### config.mk
export PLATFORM = sky130hd
export DESIGN_NAME = json_string_unescape_decoder
export DESIGN_NICKNAME = d
export VERILOG_FILES = /design/src/jsud_pkg.sv /design/src/json_string_unescape_decoder.sv /design/src/jsud_decode.sv /design/src/jsud_res_buf.sv
export SDC_FILE = /design/constraint.sdc
export NUM_CORES = 1
export LEC_CHECK = 0
export BUFFER_PORTS_ARGS = -buffer_cell sky130_fd_sc_hd__buf_2
export CAP_MARGIN = 20
export CELL_PAD_IN_SITES_DETAIL_PLACEMENT = 1
export CELL_PAD_IN_SITES_GLOBAL_PLACEMENT = 1
export CORE_MARGIN = 2
export CORE_UTILIZATION = 25
export CTS_CLUSTER_SIZE = 8
export DETAILED_ROUTE_END_ITERATION = 7
export GPL_TIMING_DRIVEN = 0
export PLACE_DENSITY = 0.49
export SYNTH_ARGS = -nofsm -noshare
export SYNTH_HDL_FRONTEND = slang
export SYNTH_SLANG_ARGS = --single-unit
### constraint.sdc
create_clock -name clk_i -period 5.8 [get_ports clk_i]
set_clock_uncertainty 0.1 [all_clocks]
set_input_delay 0.58 -clock clk_i [delete_from_list [all_inputs] [get_ports clk_i]]
set_output_delay 0.58 -clock clk_i [all_outputs]
set_load 0.02 [all_outputs]
### src/jsud_pkg.sv
package jsud_pkg;

  // Decoder mode
  typedef enum logic [1:0] {
    MODE_NORMAL = 2'd0,
    MODE_ESCAPE = 2'd1,
    MODE_HEX    = 2'd2,
    MODE_HALTED = 2'd3
  } mode_e;

  // Input request payload
  typedef struct packed {
    logic [7:0] in_byte;
    logic       in_last;
  } in_t;

  // Result payload
  typedef struct packed {
    logic [7:0]  out_byte;
    logic        byte_valid;
    logic        done_res;
    logic [15:0] bytes_written;
  } out_t;

  localparam int unsigned MaxRes = 3;

  // Results produced by one request, oldest in entry 0
  typedef struct packed {
    logic [1:0]        count;
    out_t [MaxRes-1:0] res;
  } res_grp_t;

  localparam int unsigned CapWidth = 16;
  localparam logic [CapWidth-1:0] CapReset = 16'hFFFF;

  // Character codes
  localparam logic [7:0] ChrBslash = 8'h5C;
  localparam logic [7:0] ChrSlash  = 8'h2F;
  localparam logic [7:0] ChrQuote  = 8'h22;
  localparam logic [7:0] ChrN      = 8'h6E;
  localparam logic [7:0] ChrR      = 8'h72;
  localparam logic [7:0] ChrB      = 8'h62;
  localparam logic [7:0] ChrT      = 8'h74;
  localparam logic [7:0] ChrF      = 8'h66;
  localparam logic [7:0] ChrU      = 8'h75;
  localparam logic [7:0] CodeLf    = 8'h0A;
  localparam logic [7:0] CodeCr    = 8'h0D;
  localparam logic [7:0] CodeBs    = 8'h08;
  localparam logic [7:0] CodeTab   = 8'h09;
  localparam logic [7:0] CodeFf    = 8'h0C;

  // Room in bytes that a \u escape needs before it is decoded
  localparam int unsigned HexRoom = 4;

  // Hex digit value; bit 4 set when the character is a hex digit
  function automatic logic [4:0] hex_value(input logic [7:0] c);
    logic [4:0] r;
    r = 5'd0;
    if (c >= 8'h30 && c <= 8'h39) begin
      r = {1'b1, 4'(c - 8'h30)};
    end else if (c >= 8'h61 && c <= 8'h66) begin
      r = {1'b1, 4'(c - 8'h57)};
    end else if (c >= 8'h41 && c <= 8'h46) begin
      r = {1'b1, 4'(c - 8'h37)};
    end
    return r;
  endfunction

endpackage

### src/json_string_unescape_decoder.sv
// JSON string body unescaper.
// Input channel: one raw byte of the string body per request (in_req_i), with
// in_last on the final byte. Accepted when in_valid_i is high and in_stall_o low.
// Output channel: decoded bytes (out_res_o), taken when out_valid_o is high and
// out_stall_i low. Each request yields zero to three results; the final request
// of a string always yields one result with done_res set (a bare marker with
// byte_valid low if it has no data byte).
// Config channel: cfg_data_i sets the per-string byte capacity; always ready.
// A request's results are registered and start the cycle after it is accepted.
// Throughput: one request per cycle while each yields at most one result and
// the receiver does not stall; a \u escape that yields two or three bytes holds
// the input until they drain, as the result buffer drains one result per cycle.
// A stalled receiver keeps the current result steady and the input stalls once
// the buffered group cannot drain. Reset empties the result buffer, clears the
// per-string state and sets the capacity to 65535.
module json_string_unescape_decoder #(
  parameter int unsigned COUNT_WIDTH = 16
) (
  input  logic                          clk_i,
  input  logic                          rst_ni,
  input  logic                          in_valid_i,
  output logic                          in_stall_o,
  input  jsud_pkg::in_t                 in_req_i,
  output logic                          out_valid_o,
  input  logic                          out_stall_i,
  output jsud_pkg::out_t                out_res_o,
  input  logic                          cfg_valid_i,
  output logic                          cfg_ready_o,
  input  logic [jsud_pkg::CapWidth-1:0] cfg_data_i
);

  logic [jsud_pkg::CapWidth-1:0] cap_q;
  logic                          can_load;
  logic                          accept;
  jsud_pkg::res_grp_t            grp;

  assign cfg_ready_o = 1'b1;
  assign in_stall_o  = !can_load;
  assign accept      = in_valid_i && can_load;

  // Capacity register
  always_ff @(posedge clk_i or negedge rst_ni) begin
    if (!rst_ni) begin
      cap_q <= jsud_pkg::CapReset;
    end else if (cfg_valid_i && cfg_ready_o) begin
      cap_q <= cfg_data_i;
    end
  end

  jsud_decode #(
    .COUNT_WIDTH(COUNT_WIDTH)
  ) u_decode (
    .clk_i    (clk_i),
    .rst_ni   (rst_ni),
    .accept_i (accept),
    .req_i    (in_req_i),
    .cap_i    (cap_q),
    .grp_o    (grp)
  );

  jsud_res_buf u_res_buf (
    .clk_i       (clk_i),
    .rst_ni      (rst_ni),
    .load_i      (accept),
    .grp_i       (grp),
    .can_load_o  (can_load),
    .out_valid_o (out_valid_o),
    .out_stall_i (out_stall_i),
    .out_res_o   (out_res_o)
  );

endmodule

### src/jsud_decode.sv
module jsud_decode #(
  parameter int unsigned COUNT_WIDTH = 16
) (
  input  logic                              clk_i,
  input  logic                              rst_ni,
  input  logic                              accept_i,
  input  jsud_pkg::in_t                     req_i,
  input  logic [jsud_pkg::CapWidth-1:0]     cap_i,
  output jsud_pkg::res_grp_t                grp_o
);

  localparam int unsigned LimWidth =
      (COUNT_WIDTH > jsud_pkg::CapWidth) ? COUNT_WIDTH : jsud_pkg::CapWidth;

  jsud_pkg::mode_e         mode_q, mode_d;
  logic [1:0]              hcnt_q, hcnt_d;
  logic [15:0]             acc_q, acc_d;
  logic                    hstop_q, hstop_d;
  logic [COUNT_WIDTH-1:0]  wc_q, wc_d;

  logic [LimWidth-1:0]     cap_ext, max_ext, lim_ext;
  logic [COUNT_WIDTH-1:0]  lim, diff;
  logic                    room_zero, room_lt4;
  logic [4:0]              hv;
  logic [15:0]             cp;
  logic [7:0]              b0, b1, b2;
  logic [1:0]              n;
  logic                    mapped_ok;
  logic [7:0]              mapped;
  logic [COUNT_WIDTH-1:0]  wc1, wc2, wc3;
  jsud_pkg::res_grp_t      grp;

  // Effective limit and remaining room
  always_comb begin
    cap_ext   = LimWidth'(cap_i);
    max_ext   = LimWidth'({COUNT_WIDTH{1'b1}});
    lim_ext   = (cap_ext < max_ext) ? cap_ext : max_ext;
    lim       = lim_ext[COUNT_WIDTH-1:0];
    diff      = lim - wc_q;
    room_zero = (wc_q >= lim);
    room_lt4  = room_zero || (diff < COUNT_WIDTH'(jsud_pkg::HexRoom));
  end

  // Saturating byte counts after one, two and three data bytes
  always_comb begin
    wc1 = (wc_q == {COUNT_WIDTH{1'b1}}) ? wc_q : wc_q + 1'b1;
    wc2 = (wc1 == {COUNT_WIDTH{1'b1}}) ? wc1 : wc1 + 1'b1;
    wc3 = (wc2 == {COUNT_WIDTH{1'b1}}) ? wc2 : wc2 + 1'b1;
  end

  // Escape letter map
  always_comb begin
    mapped_ok = 1'b1;
    mapped    = 8'h00;
    case (req_i.in_byte)
      jsud_pkg::ChrN:      mapped = jsud_pkg::CodeLf;
      jsud_pkg::ChrR:      mapped = jsud_pkg::CodeCr;
      jsud_pkg::ChrB:      mapped = jsud_pkg::CodeBs;
      jsud_pkg::ChrT:      mapped = jsud_pkg::CodeTab;
      jsud_pkg::ChrF:      mapped = jsud_pkg::CodeFf;
      jsud_pkg::ChrBslash: mapped = jsud_pkg::ChrBslash;
      jsud_pkg::ChrSlash:  mapped = jsud_pkg::ChrSlash;
      jsud_pkg::ChrQuote:  mapped = jsud_pkg::ChrQuote;
      default:             mapped_ok = 1'b0;
    endcase
  end

  // Main decode: next state and the bytes this request emits
  always_comb begin
    mode_d  = mode_q;
    hcnt_d  = hcnt_q;
    acc_d   = acc_q;
    hstop_d = hstop_q;
    n       = 2'd0;
    b0      = 8'h00;
    b1      = 8'h00;
    b2      = 8'h00;
    hv      = jsud_pkg::hex_value(req_i.in_byte);
    cp      = acc_q;

    case (mode_q)
      jsud_pkg::MODE_NORMAL: begin
        if (room_zero) begin
          mode_d = jsud_pkg::MODE_HALTED;
        end else if (req_i.in_byte == jsud_pkg::ChrBslash) begin
          mode_d = req_i.in_last ? jsud_pkg::MODE_HALTED : jsud_pkg::MODE_ESCAPE;
        end else begin
          n  = 2'd1;
          b0 = req_i.in_byte;
        end
      end
      jsud_pkg::MODE_ESCAPE: begin
        if (req_i.in_byte == jsud_pkg::ChrU) begin
          if (req_i.in_last || room_lt4) begin
            mode_d = jsud_pkg::MODE_HALTED;
          end else begin
            mode_d  = jsud_pkg::MODE_HEX;
            hcnt_d  = 2'd0;
            acc_d   = 16'h0000;
            hstop_d = 1'b0;
          end
        end else if (mapped_ok) begin
          if (room_zero) begin
            mode_d = jsud_pkg::MODE_HALTED;
          end else begin
            n      = 2'd1;
            b0     = mapped;
            mode_d = jsud_pkg::MODE_NORMAL;
          end
        end else begin
          mode_d = jsud_pkg::MODE_NORMAL;
        end
      end
      jsud_pkg::MODE_HEX: begin
        if (!hstop_q) begin
          if (!hv[4]) begin
            hstop_d = 1'b1;
          end else begin
            cp = {acc_q[11:0], hv[3:0]};
          end
        end
        acc_d = cp;
        if (hcnt_q == 2'd3) begin
          // UTF-8 encode of the gathered code point
          if (cp[15:7] == 9'd0) begin
            n  = 2'd1;
            b0 = cp[7:0];
          end else if (cp[15:11] == 5'd0) begin
            n  = 2'd2;
            b0 = {3'b110, cp[10:6]};
            b1 = {2'b10, cp[5:0]};
          end else begin
            n  = 2'd3;
            b0 = {4'b1110, cp[15:12]};
            b1 = {2'b10, cp[11:6]};
            b2 = {2'b10, cp[5:0]};
          end
          mode_d  = jsud_pkg::MODE_NORMAL;
          hcnt_d  = 2'd0;
          acc_d   = 16'h0000;
          hstop_d = 1'b0;
        end else begin
          hcnt_d = hcnt_q + 2'd1;
          if (req_i.in_last) begin
            mode_d = jsud_pkg::MODE_HALTED;
          end
        end
      end
      default: begin
      end
    endcase

    // Result group
    grp.count = n;
    grp.res[0] = '{out_byte: b0, byte_valid: 1'b1, done_res: 1'b0,
                   bytes_written: 16'(wc1)};
    grp.res[1] = '{out_byte: b1, byte_valid: 1'b1, done_res: 1'b0,
                   bytes_written: 16'(wc2)};
    grp.res[2] = '{out_byte: b2, byte_valid: 1'b1, done_res: 1'b0,
                   bytes_written: 16'(wc3)};
    case (n)
      2'd1:    wc_d = wc1;
      2'd2:    wc_d = wc2;
      2'd3:    wc_d = wc3;
      default: wc_d = wc_q;
    endcase

    // End of string: flag last result or emit a bare marker, then clear
    if (req_i.in_last) begin
      case (n)
        2'd1: grp.res[0].done_res = 1'b1;
        2'd2: grp.res[1].done_res = 1'b1;
        2'd3: grp.res[2].done_res = 1'b1;
        default: begin
          grp.count  = 2'd1;
          grp.res[0] = '{out_byte: 8'h00, byte_valid: 1'b0, done_res: 1'b1,
                         bytes_written: 16'(wc_q)};
        end
      endcase
      mode_d  = jsud_pkg::MODE_NORMAL;
      hcnt_d  = 2'd0;
      acc_d   = 16'h0000;
      hstop_d = 1'b0;
      wc_d    = '0;
    end
  end

  assign grp_o = grp;

  // Per-string state
  always_ff @(posedge clk_i or negedge rst_ni) begin
    if (!rst_ni) begin
      mode_q  <= jsud_pkg::MODE_NORMAL;
      hcnt_q  <= 2'd0;
      acc_q   <= 16'h0000;
      hstop_q <= 1'b0;
      wc_q    <= '0;
    end else if (accept_i) begin
      mode_q  <= mode_d;
      hcnt_q  <= hcnt_d;
      acc_q   <= acc_d;
      hstop_q <= hstop_d;
      wc_q    <= wc_d;
    end
  end

endmodule

### src/jsud_res_buf.sv
module jsud_res_buf (
  input  logic               clk_i,
  input  logic               rst_ni,
  input  logic               load_i,
  input  jsud_pkg::res_grp_t grp_i,
  output logic               can_load_o,
  output logic               out_valid_o,
  input  logic               out_stall_i,
  output jsud_pkg::out_t     out_res_o
);

  jsud_pkg::out_t [jsud_pkg::MaxRes-1:0] res_q;
  logic [1:0] rem_q;
  logic [1:0] idx_q;
  logic       pop;

  assign out_valid_o = (rem_q != 2'd0);
  assign out_res_o   = res_q[idx_q];
  assign pop         = out_valid_o && !out_stall_i;
  // Room for a new group once the last pending result leaves
  assign can_load_o  = (rem_q == 2'd0) || ((rem_q == 2'd1) && pop);

  // Pending result count and read pointer
  always_ff @(posedge clk_i or negedge rst_ni) begin
    if (!rst_ni) begin
      rem_q <= 2'd0;
      idx_q <= 2'd0;
    end else if (load_i) begin
      rem_q <= grp_i.count;
      idx_q <= 2'd0;
    end else if (pop) begin
      rem_q <= rem_q - 2'd1;
      idx_q <= idx_q + 2'd1;
    end
  end

  // Result payload
  always_ff @(posedge clk_i) begin
    if (load_i) begin
      res_q <= grp_i.res;
    end
  end

endmodule

[Word-level counts from Yosys, hierarchy flattened]
Index checks and enable logic that the tools add are counted.
Word-level totals
  bits in registers: 133
  output and inout port bits: 29
  word-level logic and storage cells: 166
  input port bits: 30
Operators by class
  equal/unequal tests: 23
  bitwise logic cells: 2
  multiplexer cells: 74
  reductions and logical operators: 28
  add/subtract/negate cells: 10
  $lt $le $gt $ge: 10
Operators by type and width (count)
  2-to-1 mux 16 bit: 13
  2-to-1 mux 8 bit: 8
  equality test 8 x 7 -> 1 bit (second input constant): 7
  case mux 7 bit (8 select lines): 1
  binary-select mux 26 bit (select 2 bit): 1
  2-to-1 mux 26 bit: 2
  adder 16 x 1 -> 16 bit (second input constant): 3
  equality test 16 bit (second input constant): 3
  case mux 16 bit (3 select lines): 1
  2-to-1 mux 2 bit: 22
  case mux 16 bit (2 select lines): 1
  case mux 8 bit (3 select lines): 1
  equality test 8 x 6 -> 1 bit (second input constant): 2
  greater-or-equal comparator 16 bit: 1
  greater-or-equal comparator 8 x 7 -> 1 bit (second input constant): 2
  less-or-equal comparator 8 x 7 -> 1 bit (second input constant): 2
  < comparator 16 bit (second input constant): 1
  < comparator 16 x 3 -> 1 bit (second input constant): 1
  subtractor 16 bit: 1
  2-to-1 mux 5 bit: 3
  2-to-1 mux 1 bit: 14
  2-to-1 mux 6 bit: 2
  case mux 2 bit (3 select lines): 2
  logical NOT 9 bit: 1
  other kinds (30): 52

[Longest topological paths before layout]
Gate-level depths: netlist of the first run.
  depth in word-level cells: 18
  mapped depth: 25
  gate-level depth less buffers: 21

[Cells and area by module]
From an unflattened synthesis of the first run, not the netlist that was laid out.
Second synthesis, totals
  cells, all modules: 1009
  area total of the unflattened synthesis: 9785.6 sq um
By module, submodules not included
  jsud_decode: seq. area each 925.9 sq um, area an instance 5945.7 sq um, instances 1, cells each 805
  jsud_res_buf: seq. area each 2442.3 sq um, area an instance 3149.3 sq um, instances 1, cells each 166
  json_string_unescape_decoder: seq. area each 420.4 sq um, area an instance 690.7 sq um, instances 1, cells each 38

[Worst setup path before layout of the first run]
Ideal clock, no wire load.
  path type: reg-to-reg
  from: register u_decode.wc_q[1]
  to: register u_res_buf.res_q[56] in the netlist's numbering, data pin
  required time: 5445 ps
  data arrival time: 5049 ps
  setup slack: 396 ps
  setup time: 255 ps
  clock period less this slack: 5404 ps
  stages on the path, launching flop included: 23
  buffers on the path: 4
  path through: dfrtp_1 -> ha_1 -> and4_1 -> buf_2 -> nand4_4 -> buf_6 -> o21ai_0 -> ha_1 -> inv_1 -> nor4_4 -> o21ai_2 -> nor2_1 -> and2_1 -> clkbuf_1 -> xnor2_1 -> ha_1 -> o21ai_0 -> a21oi_1 -> o211ai_2 -> or4_4 -> buf_6 -> a31o_1 -> and2_1
RTL lines
  start: declaration: RTL line jsud_decode.sv:19  | logic [COUNT_WIDTH-1:0] wc_q, wc_d;
  start signal: assignment: RTL line jsud_decode.sv:203  | wc_q <= wc_d;
  end signal: assignment: RTL line jsud_res_buf.sv:40  | res_q <= grp_i.res;
  end: declaration: RTL line jsud_res_buf.sv:12  | jsud_pkg::out_t [jsud_pkg::MaxRes-1:0] res_q;

==> results of run 1 <==
area by class of cell:
type	count	area [µm²]	share of cell area
Sequential cell	131	3672	0.3357
Buffer	65	319.1	0.02917
Timing Repair Buffer	66	390.4	0.03569
Clock buffer	19	432.9	0.03958
Clock inverter	13	187.7	0.01716
Tap cell	468	585.6	0.05353
Multi-Input combinational cell	756	5200	0.4754
Inverter	40	150.1	0.01373
per-layer routing:
| layer | global-route usage | wire [µm] |
|---|---|---|
| met5 | 0 | 0 |
| met4 | 0.04798 | 487 |
| met3 | 0.02533 | 827 |
| met2 | 0.2661 | 14600 |
| met1 | 0.2602 | 17010 |
timing repair:
| action | CTS | global route |
|---|---|---|
| pin swaps | 1 | 2 |
| endpoints found under the setup margin | 32 | 13 |
| setup buffers | 2 | 5 |
| resized for setup | 17 | 3 |
through the flow:
step / setup TNS (ps) / worst slack, ps
floorplan: 0 / 396.4
global placement: -43130 / -1456
detailed placement: -30100 / -1306
CTS: 0 / 13.74
global route: 0 / 14.91
finish: 0 / 237.8
worst paths after layout:
check | startpoint | slack, ps | endpoint | depth (start not counted)
worst max-delay path | u_decode.wc_q[0] | 240 | u_decode.wc_q[0] | 18
worst min-delay path | rst_ni | 20 | u_decode.acc_q[0] | 2
worst max register to register | u_decode.wc_q[0] | 240 | u_decode.wc_q[0] | 18
worst min register to register | u_decode.hcnt_q[1] | 420 | u_decode.hcnt_q[1] | 1
max in group asynchronous | rst_ni | 5240 | cap_q[9] | 2
min in group clk_i | cfg_data_i[0] | 240 | cap_q[0] | 3
registers in the layout (all words and copies together), names as in the netlist:
| signal | flops |
|---|---|
| u_decode.hcnt_q | 2 |
| u_decode.acc_q | 16 |
| u_res_buf.rem_q | 2 |
| u_res_buf.res_q | 74 |
| u_res_buf.idx_q | 2 |
| u_decode.mode_q | 2 |
| u_decode.wc_q | 16 |
| cap_q | 16 |
| u_decode.hstop_q | 1 |
layout by cell type, fill, tap and decap left out, types with 8 or more instances in the layout:
cell	Yosys	layout
clkbuf_16	0	17
o31ai_1	8	8
or3_1	8	8
nand2b_1	9	9
o22ai_1	11	11
dfrtp_1	41	38
nor4_1	15	15
nor2b_1	14	14
nor2_1	69	68
buf_2	8	62
nand2_1	119	119
nor3_1	20	20
a31oi_1	13	13
xnor2_1	26	25
o21a_1	10	10
inv_1	38	38
xor2_1	10	10
o21ai_0	70	69
a32o_1	9	9
clkbuf_1	44	44
ha_1	30	28
a21oi_1	50	49
nand4_1	17	17
and3_1	12	12
edfxtp_1	74	74
buf_4	5	15
mux2_2	36	36
nand3_1	24	24
a211oi_1	12	12
mux2i_1	44	43
dfstp_2	16	16
report_power, final:
part	switching, mW	internal [mW]	total (mW)
Combinational	0.908	0.448	1.36
Clock	0.461	0.719	1.18
Sequential	0.0632	1.22	1.28
cells by family after synthesis:
kind of cell | Yosys count | share of synthesized area
buf+inv | 105 | 0.04889
simple gates | 344 | 0.1927
fa+ha+maj | 30 | 0.04051
compound gates | 263 | 0.1931
other cells | 1 | 0.0004047
xor+xnor | 36 | 0.03403
flops | 131 | 0.3959
mux | 82 | 0.09439
==> summary.md, run 1 <==
| Metric | Value |
|---|---|
| H-Tree Depth | 4 |
| DRC violations left | 0 |
| CTS tree | yes |
| Setup CP Type | reg -> reg |
| Slew Limit Fails | 0 |
| Synthesized instance count | 992 |
| Row count | 70 |
| Layout area overhead | 18.06% |
| RD Place Congestion | a little over 0.8 |
| Worst Max-Slew Pin Slew | 1122 ps |
| Nets | ~1100 |
| Deepest clock path buffer count | 2 |
| Peak Freq | 179.8 MHz |
| Post-route antenna net violation count | 0 |
| Die height | 196.5 µm |
| Count of cell types in the netlist | 92 |
| Most frequent CP cell | ha_2 |
| Detailed Place HPWL | 24910 µm |
| IO Port Bufs | between 50 and 60 |
| Clock Sinks | approximately 130 |
| DR vias | 8066 |
| Hold Crit Class | in -> async |
| Syn Area/Cell | 9.340 µm² |
| First-pass GRT wire length | 51370 µm |
| Capturing element type of the critical path | flip-flop |
| CTS root buf | clkbuf_16 |
| Vias in the first global route | 8189 |
| Post-synthesis cell area | 0.009265 mm² |
| DP Cell Count | 1517 |
| Finished Cell Area | 0.01094 mm² |
| Total Wirelength | 32930 µm |
| Sequential element share of the synthesized area | 0.3959 |
| Max_cap viols | 0 |
| Die width | roughly 200 µm |
| Fin cells | 1558 |
| CP max-delay cell | or4_4 |
| Asr flop ratio synth | 0.4351 |
| Remaining Overflow, GRT | 0 |
| Core footprint | 0.03652 mm² |
| Status | complete, no violations |
| Utilization after layout | 0.2995 |
| Top-level I/O count | between 50 and 60 |
| Final hold vios | 0 |
| Synth top area share | 0.2398 |
| Slowest stage delay, CP | 590 ps |
| Crit path required time | 6010 ps |
| Maximum VDD drop | 247.9 µV |
| Starting Density | 0.2537 |
| Slew margin rel. | 0.2493 |
| Total power | 3.821 mW |
| Unrepaired setup endpoints after global routing | no |
| CP Launch Type | flip-flop |
| Clk Latency, worst-skew pair | 450 ps |
| Worst-path maximum fanout | 10 |
| Final worst path period share | 0.9590 |
| Synth Warn # | 0 |
| Arrival @ worst endpoint | 5770 ps |
| TritonCTS Buffers | 17 |
| GRT Util Overall | 0.1759 |
| Most common cell in the netlist | nand2_1 |
| Layout cells sized above 1 | 0.1954 |
| Mean number of vias per cell | 5.177 |
| DR iter-0 viols | roughly 440 |
| Synth Register Bits | 131 |
| Pwr dens | between 300 and 400 mW/mm² |
| Synthesized Nets | roughly 1100 |
| # setup viols final | 0 |
| First-pass iteration count of the detailed router | 5 |
| Cell accounting for the most synthesized area | edfxtp_1 |
| Leak | 4.155 nW |
| Synth top area cells | edfxtp_1 (24%), dfrtp_1 (11%), nand2_1 (4.8%), mux2i_1 (4.8%), dfstp_2 (4.5%) |
| Largest net degree at the start of global routing | 58 |
| Post-DP Area | between 0.01 and 0.015 mm² |
| Fin Hold WS | 16.54 ps |
| Drt wl/cell | 21.13 µm |
| Synth cell count leaders | nand2_1 (119), edfxtp_1 (74), o21ai_0 (70) |
| # fillers | around 4200 |
| Diodes inserted | 0 |
| Cell Chain, Critical Path | ha_2 -> nand4_1 -> nor4_1 -> mux2i_2 -> o21ai_2 -> a211oi_2 -> and2_2 -> clkbuf_8 -> xnor2_1 -> ha_2 -> o21ai_0 -> a21oi_2 -> o211ai_4 -> or4_4 -> buf_6 -> xor2_1 -> o21ai_1 -> nand2_1 |
| Top FF cell, synth | edfxtp_1 |
| Hold_buf cts | 0 |
| CP bufs+invs | 2 |
| Clock slew at reported path FFs | about 60 ps |
| Die Area | 0.03862 mm² |
| CP top delay family | simple AND/OR/NAND/NOR gates |
| Post-layout min period | 5562 ps |
| Number of enable flip-flop cells after synthesis | 74 |
| Initial antenna violation count | 1 |
Note: power is estimated with default switching activity, not from simulation.
==> run 2, diff against run 1 <==
--- a/config.mk
+++ b/config.mk
@@ -5,7 +5,6 @@
 export SDC_FILE = /design/constraint.sdc
 export NUM_CORES = 1
 export LEC_CHECK = 0
-export BUFFER_PORTS_ARGS = -buffer_cell sky130_fd_sc_hd__buf_2
 export CAP_MARGIN = 20
 export CELL_PAD_IN_SITES_DETAIL_PLACEMENT = 1
 export CELL_PAD_IN_SITES_GLOBAL_PLACEMENT = 1
@@ -13,8 +12,9 @@
 export CORE_UTILIZATION = 25
 export CTS_CLUSTER_SIZE = 8
 export DETAILED_ROUTE_END_ITERATION = 7
+export DONT_BUFFER_PORTS = 1
 export GPL_TIMING_DRIVEN = 0
-export PLACE_DENSITY = 0.49
+export PLACE_DENSITY = 0.47
 export SYNTH_ARGS = -nofsm -noshare
 export SYNTH_HDL_FRONTEND = slang
 export SYNTH_SLANG_ARGS = --single-unit
==> run 2 against run 1 <==
Core utilization fell by 0.95 points. Global-route usage rose by 0.22 points. Sequential power barely moved. Critical path depth rose by 1. Final area fell by 3.2%. Power fell by 6.3%. Critical path type unchanged. Critical endpoint unchanged. Largest power group is now sequential cells.
==> summary.md, run 2 (synthesis results as in run 1) <==
| Metric | Value |
|---|---|
| DRC violations left | 0 |
| WHS Path Cells | 1 |
| Commonest cells after routing, fill and taps aside | nand2_1 (119), edfxtp_1 (74), nor2_1 (68), o21ai_0 (68), a21oi_1 (49) |
| Switch Pwr | ~1.4 mW |
| Final worst path period share | 0.9584 |
| Slowest stage delay, CP | 600 ps |
| First-pass GRT wire length | between 50000 and 60000 µm |
| Most frequent CP cell | nand2_1 |
| Most flops, register | u_res_buf.res_q |
| DR iter-0 viols | between 400 and 500 |
| Post-DP Area | about 0.01 mm² |
| Setup CP Type | reg -> reg |
| Die Area | 0.03862 mm² |
| Core footprint | 0.03652 mm² |
| Maximum VDD drop | 218.3 µV |
| Die height | 196.5 µm |
| CP Launch Type | flip-flop |
| Internal power | 2.196 mW |
| Final hold vios | 0 |
| Diodes inserted | 0 |
| CTS tree | yes |
| Setup WS pre-CTS | -1239 ps |
| Drt wl/cell | roughly 22 µm |
| CTS root buf | clkbuf_16 |
| Max_cap viols | 0 |
| Worst-path maximum fanout | 10 |
| Slew Limit Fails | 0 |
| Mean number of vias per cell | 5.249 |
| Gate power share | 0.350 |
| Seq pwr share | 0.359 |
| Largest net degree at the start of global routing | 58 |
| Pwr dens | 338.1 mW/mm² |
| Post-route antenna net violation count | 0 |
| Top-level I/O count | between 50 and 60 |
| Deepest clock path buffer count | 2 |
| Layout cells sized above 1 | 0.1500 |
| Finished Cell Area | 0.01059 mm² |
| Layout area overhead | 14.30% |
| Net Sw Frac | 0.3865 |
| Post-layout min period | 5558 ps |
| Total power | 3.580 mW |
| R2r worst-path depth | 19 |
| IO Port Bufs | 0 |
| GRT Util Overall | 0.1781 |
| Detailed Place HPWL | 25510 µm |
| Slew margin rel. | 0.2872 |
| Utilization after layout | 0.2900 |
| Worst Max-Slew Pin Slew | ~1100 ps |
| Most common cell after layout, fill and taps aside | nand2_1 |
| Fin Hold WS | approximately 130 ps |
| Setup ws final | roughly 240 ps |
| Crit path required time | 5980 ps |
| Capturing element type of the critical path | flip-flop |
| Arrival @ worst endpoint | between 5000 and 6000 ps |
| Clock Sinks | 131 |
| Clock slew at reported path FFs | approximately 70 ps |
| Clk pwr share | 0.291 |
| Starting Density | 0.2537 |
| Initial antenna violation count | 0 |
| # setup viols final | 0 |
| Leak | 3.884 nW |
| Die width | 196.5 µm |
| Status | complete, no violations |
| Row count | 70 |
| Hold Crit Class | in -> reg |
| Max FFs per register | 74 |
| Peak Freq | ~180 MHz |
| First-pass iteration count of the detailed router | 5 |
| Vias in the first global route | about 8000 |
| Nets | roughly 1100 |
| Cell Chain, Critical Path | ha_2 -> nand4_1 -> nor4_2 -> mux2i_4 -> o21ai_2 -> a211oi_2 -> and2_4 -> buf_4 -> nand2_1 -> nand2_1 -> ha_2 -> o21ai_1 -> a21oi_2 -> o211ai_4 -> or4_4 -> buf_6 -> xor2_1 -> o21ai_1 -> nand2_1 |
| CP max-delay cell | or4_4 |
| RD Place Congestion | ~0.84 |
| Total Wirelength | 33390 µm |
| Remaining Overflow, GRT | 0 |
| H-Tree Depth | 4 |
| DR vias | ~8000 |
| TritonCTS Buffers | 17 |
| Clk Latency, worst-skew pair | 440 ps |
## run 2: cell types whose count changed in the layout (fill, tap and decap cells not counted), moves of 2 or more
cell	change
buf_2	-55
bufinv_16	-3
clkinv_4	-3
buf_4	-2
clkinv_2	+2
## run 2: critical path, delay by kind of cell, from the launching register on
kind / cells / cell delay [ps]
multiplexers: 1 / 440
XOR/XNOR: 1 / 170
AND/OR/NAND/NOR: 7 / 2060
flip-flops: 1 / 420
buffers and inverters: 2 / 380
adder cells (fa/ha/maj): 2 / 480
AO/OA/AOI/OAI: 6 / 1350
## run 2: layout make-up
cell class	instances	area (µm²)
clock inverter	10	85.08
sequential	131	3672
inverter	40	150.1
tap	468	585.6
timing repair buffer	9	110.1
clock buffer	22	464.2
multi-input combinational	756	5210
buffer	65	312.8
fill	4193	25930
## run 2: routing by layer
layer  share of wire  GRT usage
met5               0          0
met4           0.017    0.05556
met3           0.033    0.02892
met2            0.44     0.2719
met1            0.51     0.2566
## run 2: final timing paths
check | start | slack [ps] | endpoint
setup / recovery | u_decode.wc_q[1] | 240 | u_decode.wc_q[0]
hold / removal | in_req_i[0] | 130 | u_decode.mode_q[1]
setup reg to reg | u_decode.wc_q[1] | 240 | u_decode.wc_q[0]
hold reg to reg | u_decode.hcnt_q[1] | 420 | u_decode.hcnt_q[1]
max in group asynchronous | rst_ni | 4690 | cap_q[11]
min in group asynchronous | rst_ni | 560 | u_decode.acc_q[0]
## run 2: power groups by stage
stage | clock [mW] | sequential [mW] | combinational (mW)
6_report | 1.04 | 1.28 | 1.25
5_1_grt | 1.12 | 1.30 | 1.38
4_1_cts | 1.08 | 1.29 | 1.27
3_5_place_dp | 0 | 1.31 | 1.23
3_3_place_gp | 0 | 1.33 | 1.21
2_1_floorplan | 0 | 1.30 | 0.876
## run 2: what timing repair did
action / in CTS / in global routing
setup buffers: 2 / 3
gates resized for setup: 17 / 6
hold buffers: 2 / 0
pin swaps: 2 / 1
hold endpoints to repair: 57 / 0
setup endpoints to repair: 32 / 11
## run 2: through the flow
| stage | cells | TNS [ps] |
|---|---|---|
| after floorplan | 992 | 0 |
| after global placement | 1460 | -44050 |
| after detailed placement | 1461 | -26780 |
| after CTS | 1497 | 0 |
| after global routing | 1501 | -34.27 |
| final | 1501 | 0 |
